### src/pdt_pkg.sv
// Shared types and constants of the phase direction tracker.
package pdt_pkg;

  localparam int unsigned OP_W    = 3;
  localparam int unsigned ANGLE_W = 32;
  localparam int unsigned CI_W    = 4;
  localparam int unsigned CFG_W   = 20;
  localparam int unsigned STEP_W  = CFG_W + 1;
  localparam int unsigned DIR_W   = 2;
  localparam int unsigned SCORE_W = 6;

  localparam int          SCORE_SAT    = 30;
  localparam int          REBASE_SCORE = 6;

  localparam logic [CI_W-1:0]  CONFIRM_RST   = 4'd3;
  localparam logic [CFG_W-1:0] MIN_STEP_RST  = 20'd3660;
  localparam logic [CFG_W-1:0] MAX_STEP_RST  = 20'd658840;
  localparam logic [CFG_W-1:0] WIN_THR_RST   = 20'd27452;
  localparam logic [CI_W-1:0]  NEED_MIN      = 4'd2;

  localparam logic signed [DIR_W-1:0] DIR_NONE = 2'sb00;
  localparam logic signed [DIR_W-1:0] DIR_POS  = 2'sb01;
  localparam logic signed [DIR_W-1:0] DIR_NEG  = 2'sb11;

  typedef enum logic [OP_W-1:0] {
    OP_UPDATE       = 3'd0,
    OP_REBASE_KEEP  = 3'd1,
    OP_REBASE_CLEAR = 3'd2,
    OP_SHIFT        = 3'd3,
    OP_CLEAR        = 3'd4
  } op_e;

  typedef enum logic [1:0] {
    CFG_CONFIRM    = 2'd0,
    CFG_MIN_STEP   = 2'd1,
    CFG_MAX_STEP   = 2'd2,
    CFG_WIN_THRESH = 2'd3
  } cfg_idx_e;

  typedef struct packed {
    logic push;
    logic clear;
  } win_ctrl_t;

endpackage

### src/phase_direction_tracker.sv
// Phase direction tracker top level: stream ports, command decode, decision logic.
// Takes one command per cycle when the output is not stalled (update, rebase keeping
// or clearing the direction, reference shift, full clear) and returns exactly one
// result per command: the command passes one input register, then the step, window
// and score update runs in one pass into the output register. The window keeps
// running step and vote sums, so the update does not depend on WINDOW_DEPTH. The
// window needs no clearing pass after reset.
module phase_direction_tracker
  import pdt_pkg::*;
#(
  parameter int unsigned WINDOW_DEPTH = 8
) (
  input  logic              clk_i,
  input  logic              rst_ni,
  // config write port
  input  logic              cfg_we_i,
  input  logic [1:0]        cfg_addr_i,
  input  logic [CFG_W-1:0]  cfg_data_i,
  // input stream
  input  logic              s_axis_tvalid,
  output logic              s_axis_tready,
  input  logic [31:0]       s_axis_tdata,  // [31:0] angle
  input  logic [OP_W-1:0]   s_axis_tuser,  // [2:0] op
  // result stream
  output logic              m_axis_tvalid,
  input  logic              m_axis_tready,
  output logic [15:0]       m_axis_tdata   // direction, score, window decision,
                                           // sample_taken, has_reference, zero pad
);

  localparam int unsigned PtrW  = $clog2(WINDOW_DEPTH);
  localparam int unsigned FillW = $clog2(WINDOW_DEPTH + 1);
  localparam int unsigned SumW  = STEP_W + PtrW;
  localparam int unsigned VsumW = FillW + 1;
  localparam logic signed [SCORE_W:0]   ScoreMax = (SCORE_W+1)'(SCORE_SAT);
  localparam logic signed [SCORE_W-1:0] ScoreHi  = SCORE_W'(SCORE_SAT);
  localparam logic signed [SCORE_W-1:0] ScoreLo  = -ScoreHi;
  localparam logic signed [SCORE_W-1:0] RebPos   = SCORE_W'(REBASE_SCORE);

  // configuration
  logic [CI_W-1:0]  confirm_q;
  logic [CFG_W-1:0] min_step_q, max_step_q, win_thr_q;

  always_ff @(posedge clk_i or negedge rst_ni) begin
    if (!rst_ni) begin
      confirm_q  <= CONFIRM_RST;
      min_step_q <= MIN_STEP_RST;
      max_step_q <= MAX_STEP_RST;
      win_thr_q  <= WIN_THR_RST;
    end else if (cfg_we_i) begin
      unique case (cfg_idx_e'(cfg_addr_i))
        CFG_CONFIRM:    confirm_q  <= cfg_data_i[CI_W-1:0];
        CFG_MIN_STEP:   min_step_q <= cfg_data_i;
        CFG_MAX_STEP:   max_step_q <= cfg_data_i;
        CFG_WIN_THRESH: win_thr_q  <= cfg_data_i;
        default: ;
      endcase
    end
  end

  // input register
  logic                      in_vld_q;
  logic [OP_W-1:0]           op_q;
  logic signed [ANGLE_W-1:0] angle_q;
  logic                      adv;
  logic                      out_vld_q;
  logic [15:0]               out_data_q;

  assign adv           = in_vld_q && (!out_vld_q || m_axis_tready);
  assign s_axis_tready = !in_vld_q || adv;

  always_ff @(posedge clk_i or negedge rst_ni) begin
    if (!rst_ni) begin
      in_vld_q <= 1'b0;
    end else if (s_axis_tvalid && s_axis_tready) begin
      in_vld_q <= 1'b1;
    end else if (adv) begin
      in_vld_q <= 1'b0;
    end
  end

  always_ff @(posedge clk_i) begin
    if (s_axis_tvalid && s_axis_tready) begin
      op_q    <= s_axis_tuser;
      angle_q <= s_axis_tdata;
    end
  end

  // tracker state
  logic                      ref_valid_q, ref_valid_d;
  logic signed [ANGLE_W-1:0] ref_phase_q, ref_phase_d;
  logic signed [DIR_W-1:0]   dir_q, dir_d, wdir;
  logic signed [SCORE_W-1:0] score_q, score_d, score_sat, score_mag;
  logic signed [SCORE_W:0]   score_sum;
  logic                      taken;
  win_ctrl_t                 ctrl;

  // step and filter
  logic signed [ANGLE_W:0]   step;
  logic [ANGLE_W:0]          step_mag;
  logic                      keep, sdir_pos;
  logic [CI_W-1:0]           need;

  assign step     = (ANGLE_W+1)'(angle_q) - (ANGLE_W+1)'(ref_phase_q);
  assign step_mag = step[ANGLE_W] ? $unsigned(-step) : $unsigned(step);
  assign keep     = (step_mag > (ANGLE_W+1)'(min_step_q))
                 && (step_mag < (ANGLE_W+1)'(max_step_q));
  assign sdir_pos = !step[ANGLE_W] && (step != '0);
  assign need     = (confirm_q < NEED_MIN) ? NEED_MIN : confirm_q;

  // window
  logic signed [SumW-1:0]  dsum;
  logic signed [VsumW-1:0] vsum;
  logic [FillW-1:0]        fill;
  logic [SumW-1:0]         dmag;
  logic [VsumW-1:0]        vmag;
  logic                    dpos, win_ok, score_ok;

  pdt_window #(
    .Depth (WINDOW_DEPTH)
  ) u_window (
    .clk_i  (clk_i),
    .rst_ni (rst_ni),
    .ctrl_i (ctrl),
    .step_i (step[STEP_W-1:0]),
    .vote_i (sdir_pos),
    .dsum_o (dsum),
    .vsum_o (vsum),
    .fill_o (fill)
  );

  assign dmag   = dsum[SumW-1] ? $unsigned(-dsum) : $unsigned(dsum);
  assign vmag   = vsum[VsumW-1] ? $unsigned(-vsum) : $unsigned(vsum);
  assign dpos   = !dsum[SumW-1] && (dsum != '0);
  assign win_ok = (32'(fill) >= 32'(need)) && (32'(dmag) >= 32'(win_thr_q))
               && (32'(vmag) >= 32'(need)) && (dpos == !vsum[VsumW-1]);

  // saturating score
  assign score_sum = (SCORE_W+1)'(score_q) + (sdir_pos ? 7'sd1 : -7'sd1);
  always_comb begin
    if (score_sum > ScoreMax) begin
      score_sat = ScoreHi;
    end else if (score_sum < -ScoreMax) begin
      score_sat = ScoreLo;
    end else begin
      score_sat = score_sum[SCORE_W-1:0];
    end
  end
  assign score_mag = score_sat[SCORE_W-1] ? -score_sat : score_sat;
  assign score_ok  = ($unsigned(score_mag) >= SCORE_W'(need));

  always_comb begin
    ref_valid_d = ref_valid_q;
    ref_phase_d = ref_phase_q;
    dir_d       = dir_q;
    score_d     = score_q;
    wdir        = DIR_NONE;
    taken       = 1'b0;
    ctrl        = '0;
    unique case (op_q)
      OP_UPDATE, OP_REBASE_KEEP: begin
        if (op_q == OP_REBASE_KEEP || !ref_valid_q) begin
          ref_valid_d = 1'b1;
          ref_phase_d = angle_q;
          if (dir_q != DIR_NONE) begin
            score_d = (dir_q == DIR_POS) ? RebPos : -RebPos;
          end
        end else begin
          ref_phase_d = angle_q;
          if (keep) begin
            taken     = 1'b1;
            ctrl.push = adv;
            score_d   = score_sat;
            if (win_ok) begin
              wdir = dpos ? DIR_POS : DIR_NEG;
              if (dir_q == DIR_NONE && score_ok &&
                  (dpos == !score_sat[SCORE_W-1])) begin
                dir_d = wdir;
              end
            end
          end
        end
      end
      OP_REBASE_CLEAR: begin
        ref_valid_d = 1'b1;
        ref_phase_d = angle_q;
        dir_d       = DIR_NONE;
        score_d     = '0;
        ctrl.clear  = adv;
      end
      OP_SHIFT: begin
        if (ref_valid_q) begin
          ref_phase_d = ref_phase_q + angle_q;
        end
      end
      OP_CLEAR: begin
        ref_valid_d = 1'b0;
        ref_phase_d = '0;
        dir_d       = DIR_NONE;
        score_d     = '0;
        ctrl.clear  = adv;
      end
      default: ;
    endcase
  end

  always_ff @(posedge clk_i or negedge rst_ni) begin
    if (!rst_ni) begin
      ref_valid_q <= 1'b0;
      ref_phase_q <= '0;
      dir_q       <= DIR_NONE;
      score_q     <= '0;
    end else if (adv) begin
      ref_valid_q <= ref_valid_d;
      ref_phase_q <= ref_phase_d;
      dir_q       <= dir_d;
      score_q     <= score_d;
    end
  end

  // result register
  always_ff @(posedge clk_i or negedge rst_ni) begin
    if (!rst_ni) begin
      out_vld_q <= 1'b0;
    end else if (adv) begin
      out_vld_q <= 1'b1;
    end else if (m_axis_tready) begin
      out_vld_q <= 1'b0;
    end
  end

  always_ff @(posedge clk_i) begin
    if (adv) begin
      out_data_q <= {4'b0, ref_valid_d, taken, wdir, score_d, dir_d};
    end
  end

  assign m_axis_tvalid = out_vld_q;
  assign m_axis_tdata  = out_data_q;

  a_dir_needs_ref: assert property (@(posedge clk_i) disable iff (!rst_ni)
    !ref_valid_q |-> dir_q == DIR_NONE)
    else $error("direction latched without reference");

  a_score_bound: assert property (@(posedge clk_i) disable iff (!rst_ni)
    score_q <= ScoreHi && score_q >= ScoreLo)
    else $error("score outside limit");

  a_wdir_taken: assert property (@(posedge clk_i) disable iff (!rst_ni)
    adv && !taken |-> wdir == DIR_NONE)
    else $error("window direction without kept step");

endmodule

### src/pdt_window.sv
// Step and vote window with running sums and fill count.
module pdt_window
  import pdt_pkg::*;
#(
  parameter int unsigned Depth = 8,
  localparam int unsigned PtrW  = $clog2(Depth),
  localparam int unsigned FillW = $clog2(Depth + 1),
  localparam int unsigned SumW  = STEP_W + PtrW,
  localparam int unsigned VsumW = FillW + 1
) (
  input  logic                    clk_i,
  input  logic                    rst_ni,
  input  win_ctrl_t               ctrl_i,
  input  logic signed [STEP_W-1:0] step_i,
  input  logic                    vote_i,
  output logic signed [SumW-1:0]  dsum_o,
  output logic signed [VsumW-1:0] vsum_o,
  output logic [FillW-1:0]        fill_o
);

  localparam logic signed [VsumW-1:0] VOne = VsumW'(1);

  logic signed [STEP_W-1:0] step_q [Depth];
  logic                     vote_q [Depth];
  logic [PtrW-1:0]          wpos_q, wpos_d;
  logic [FillW-1:0]         fill_q, fill_d;
  logic signed [SumW-1:0]   dsum_q;
  logic signed [VsumW-1:0]  vsum_q, vsum_d, v_new, v_old, vsum_mag;
  logic signed [SumW:0]     dsum_w;
  logic                     full;

  assign full   = (fill_q == FillW'(Depth));
  assign dsum_w = (SumW+1)'(dsum_q) + (SumW+1)'(step_i)
                - (full ? (SumW+1)'(step_q[wpos_q]) : '0);
  assign v_new  = vote_i ? VOne : -VOne;
  assign v_old  = full ? (vote_q[wpos_q] ? VOne : -VOne) : '0;
  assign vsum_d = vsum_q + v_new - v_old;
  assign wpos_d = (wpos_q == PtrW'(Depth - 1)) ? '0 : wpos_q + PtrW'(1);
  assign fill_d = full ? fill_q : fill_q + FillW'(1);

  assign dsum_o = dsum_w[SumW-1:0];
  assign vsum_o = vsum_d;
  assign fill_o = fill_d;

  always_ff @(posedge clk_i or negedge rst_ni) begin
    if (!rst_ni) begin
      wpos_q <= '0;
      fill_q <= '0;
      dsum_q <= '0;
      vsum_q <= '0;
    end else if (ctrl_i.clear) begin
      wpos_q <= '0;
      fill_q <= '0;
      dsum_q <= '0;
      vsum_q <= '0;
    end else if (ctrl_i.push) begin
      wpos_q <= wpos_d;
      fill_q <= fill_d;
      dsum_q <= dsum_w[SumW-1:0];
      vsum_q <= vsum_d;
    end
  end

  always_ff @(posedge clk_i) begin
    if (ctrl_i.push && !ctrl_i.clear) begin
      step_q[wpos_q] <= step_i;
      vote_q[wpos_q] <= vote_i;
    end
  end

  assign vsum_mag = vsum_q[VsumW-1] ? -vsum_q : vsum_q;

  a_fill_bound: assert property (@(posedge clk_i) disable iff (!rst_ni)
    fill_q <= FillW'(Depth))
    else $error("window fill above depth");

  a_pos_bound: assert property (@(posedge clk_i) disable iff (!rst_ni)
    wpos_q <= PtrW'(Depth - 1))
    else $error("write position out of range");

  a_vote_sum: assert property (@(posedge clk_i) disable iff (!rst_ni)
    $unsigned(vsum_mag) <= VsumW'(fill_q))
    else $error("vote sum exceeds window fill");

endmodule

### config.mk
export PLATFORM = sky130hd
export DESIGN_NAME = phase_direction_tracker
export DESIGN_NICKNAME = d
export VERILOG_FILES = /design/src/pdt_pkg.sv /design/src/phase_direction_tracker.sv /design/src/pdt_window.sv
export SDC_FILE = /design/constraint.sdc
export NUM_CORES = 1
export LEC_CHECK = 0
export BUFFER_PORTS_ARGS = -buffer_cell sky130_fd_sc_hd__buf_4
export CELL_PAD_IN_SITES_DETAIL_PLACEMENT = 1
export CELL_PAD_IN_SITES_GLOBAL_PLACEMENT = 1
export CORE_AREA = 2 2 235 191
export DETAILED_ROUTE_END_ITERATION = 8
export DIE_AREA = 0 0 237 193
export PLACE_DENSITY_LB_ADDON = 0.15
export SKIP_CTS_REPAIR_TIMING = 1
export SLEW_MARGIN = 20
export SYNTH_ARGS = -nofsm -noshare
export SYNTH_HDL_FRONTEND = slang
export SYNTH_SLANG_ARGS = --single-unit
### constraint.sdc
create_clock -name clk_i -period 15.1 [get_ports clk_i]
set_input_delay 4.53 -clock clk_i [delete_from_list [all_inputs] [get_ports clk_i]]
set_output_delay 4.53 -clock clk_i [all_outputs]
set_load 0.02 [all_outputs]
==> impl_metrics.yaml <==
sta:
  maxSlewViolCount: 0
  max_slew.worst_pin.slew_ps: 1120
  tns_ps: 0
  rsz0062_at_grt: "no"
  final-hold-violation-count: 0
  relSlewSlack_pct: 24.4
  finalCriticalPeriod_ps: 9540
  setup_viol: 0
  max_freq_ghz: 0.105
  hold_ws_ps: 497
  skew_ps: 27.6
  post-route-period-util_pct: 63.2
logic_synthesis:
  yosys.cell_types.count: 103
  syn_avg_cell_area_um2: 10.3
  yosysSeqAreaShare_pct: 43.7
  ys_ff_latch: 366
  synthCells: 2291
  synth_top_area_share_pct: 28.4
  synth.cell_area_um2: 23600
  synth_ff_type: "edfxtp_1"
  synth_edf_count: 223
  ys.warnings.count: 0
  yosysTopAreaCell: "edfxtp_1"
  synthArstFlopShare_pct: 39.1
  synth_area_leaders: "edfxtp_1 (28%), dfrtp_1 (13%), ha_1 (9.6%), inv_1 (3.7%), xnor2_1 (3.2%)"
routing:
  vias: 18800
  via_per_inst: 6.37
  dr.pass1.iters: 5
  totalWireLength_mm: 72.3
  drtAntennaViolNets: 0
  drcViolationCount: 0
  wire_per_inst_um: 24.5
  drt_iter0_markers: 1395
power:
  peakVddDrop_mv: 0.173
  p_leak_nw: 10.8
  power_density_nw_per_um2: 253
floorplan:
  start_util_pct: 54.1
  die_h_um: 193
  rows: 69
  coreArea_um2: 43600
  top_level_ports: 80
  fp.dieW_um: 237
  die_area_um2: 45700
finish:
  drive_above_1_share_pct: 13.7
  fin_nets: 2620
  area_delta_synth_final_pct: 11.3
  final_util_pct: 60.2
placement:
  port_buffers: 75
  gp_congestion: 0.873
  dpl.hpwl_mm: 51.1
worst_hold_path:
  hold_path_class: "flop to flop"
global_routing:
  grt_max_degree: 74
  grt_pass1_vias: 20100
  overflow: 0
  grt_use_total_pct: 31.8
  grt_pass1_wl_mm: 113
  grt_antenna_before_repair: 2
worst_setup_path:
  cp_data_arrival_time_ps: 5010
  critPathKind: "input pin to output pin"
  worst_setup_path_start_kind: "input pin"
  critPathRequiredTime_ps: 10570
  cp-end-kind: "output pin"
  crit_fanout: 3
clock_tree:
  cts_buffer_depth: 3
  htree_levels: 2
  tritoncts: "done"
  worstSkewPairLatency_ps: 610
  cts_sinks: 366
  clkTransAtPathRegs_ps: 60
  cts-root-buf: "clkbuf_16"
  cts_made_buffers: 41
run:
  maxCapViolCount: 0
outcome:
  outcome: "completed"
## registers in the layout, summed over array words and instances (netlist names), 4 cells and up
signal	count
u_window.step_q	168
m_axis_tdata	12
u_window.vote_q	8
u_window.vsum_q	5
ref_phase_q	32
confirm_q	4
score_q	6
min_step_q	20
u_window.dsum_q	24
angle_q	32
u_window.fill_q	4
max_step_q	20
win_thr_q	20
## worst paths after layout
check	start	endpoint	slack [ps]	depth (start not counted)
worst min register to register	u_window.dsum_q[7]	u_window.dsum_q[7]	500	2
max in group asynchronous	rst_ni	u_window.fill_q[0]	9580	2
worst max register to register	angle_q[1]	m_axis_tdata[1]	5930	35
worst max-delay path	m_axis_tready	s_axis_tready	5560	3
min in group asynchronous	rst_ni	ref_phase_q[23]	4010	1
worst min-delay path	u_window.dsum_q[7]	u_window.dsum_q[7]	500	2
## cell usage in the layout, fill, tap and decap left out, types with 18 or more instances in the layout
cell / count
xnor2_1: 85
ha_1: 181
edfxtp_1: 223
a221oi_1: 46
buf_4: 107
o21ai_0: 106
nor4_1: 18
a22o_1: 19
o21a_1: 25
a21oi_1: 140
dfrtp_1: 118
a21o_1: 48
dfstp_2: 25
inv_1: 231
nand4_1: 29
nand3_1: 89
a22oi_1: 56
nor3_1: 31
fa_1: 29
clkbuf_16: 43
xor2_1: 35
nor2_1: 123
nand2_1: 101
a31oi_1: 40
nand2b_1: 25
mux2_2: 66
## cells in the mapped netlist (48+ instances only)
cell      number
nand2_1      102
a22oi_1       56
nand3_1       91
ha_1         181
clkbuf_1      62
mux2_2        66
edfxtp_1     223
inv_1        231
xnor2_1       86
a21oi_1      141
a21o_1        48
nor2_1       130
o21ai_0      107
dfrtp_1      118
## critical path, cell delays in order
cell and delay [ps]:
buf_4 110, nand3b_1 190, buf_4 180
## report_power, final
| part | internal [mW] | switching (mW) | total, mW |
|---|---|---|---|
| logic | 1.64 | 2.61 | 4.25 |
| registers | 1.25 | 0.0507 | 1.30 |
| clock network | 0.631 | 0.453 | 1.08 |
## metrics by stage
step / setup WS (ps) / cells / instance area, um^2 / total power [mW]
after floorplan: 5760 / 2294 / 23600 / 4.30
after global placement: 5560 / 2871 / 24800 / 5.18
after global routing: 5380 / 2948 / 26300 / 7.14
after CTS: 5550 / 2947 / 26200 / 6.59
final: 5560 / 2949 / 26300 / 6.63
after detailed placement: 5560 / 2872 / 24800 / 5.43
## cell type report
type | count | area, um^2
fillers | 4635 | 17300
multi-input cells | 1596 | 12100
flip-flops and latches | 366 | 10300
clock buffers | 54 | 1150
inverters | 233 | 875
repair buffers | 110 | 841
well taps | 568 | 711
clock inverters | 21 | 314
diodes | 1 | 2.50
## logic make-up after synthesis
family                   count (synthesis)  share of synthesized area [%]
multiplexers                            72                           3.41
AND/OR/NAND/NOR                        547                           12.0
adder cells (fa/ha/maj)                210                           12.1
other                                    1                         0.0159
AO/OA/AOI/OAI                          641                           18.7
flip-flops                             366                           43.7
buffers and inverters                  332                           5.58
XOR/XNOR                               122                           4.56
## per-layer routing
metal	vias to the layer above	track usage [%]	share of wire [%]
li1	8548	-	-
met5	-	0	0.037
met1	9516	40.6	42
met4	4	12.4	3.8
met2	566	54.5	48
met3	161	5.25	5.8
(Power assumes the default switching activity.)
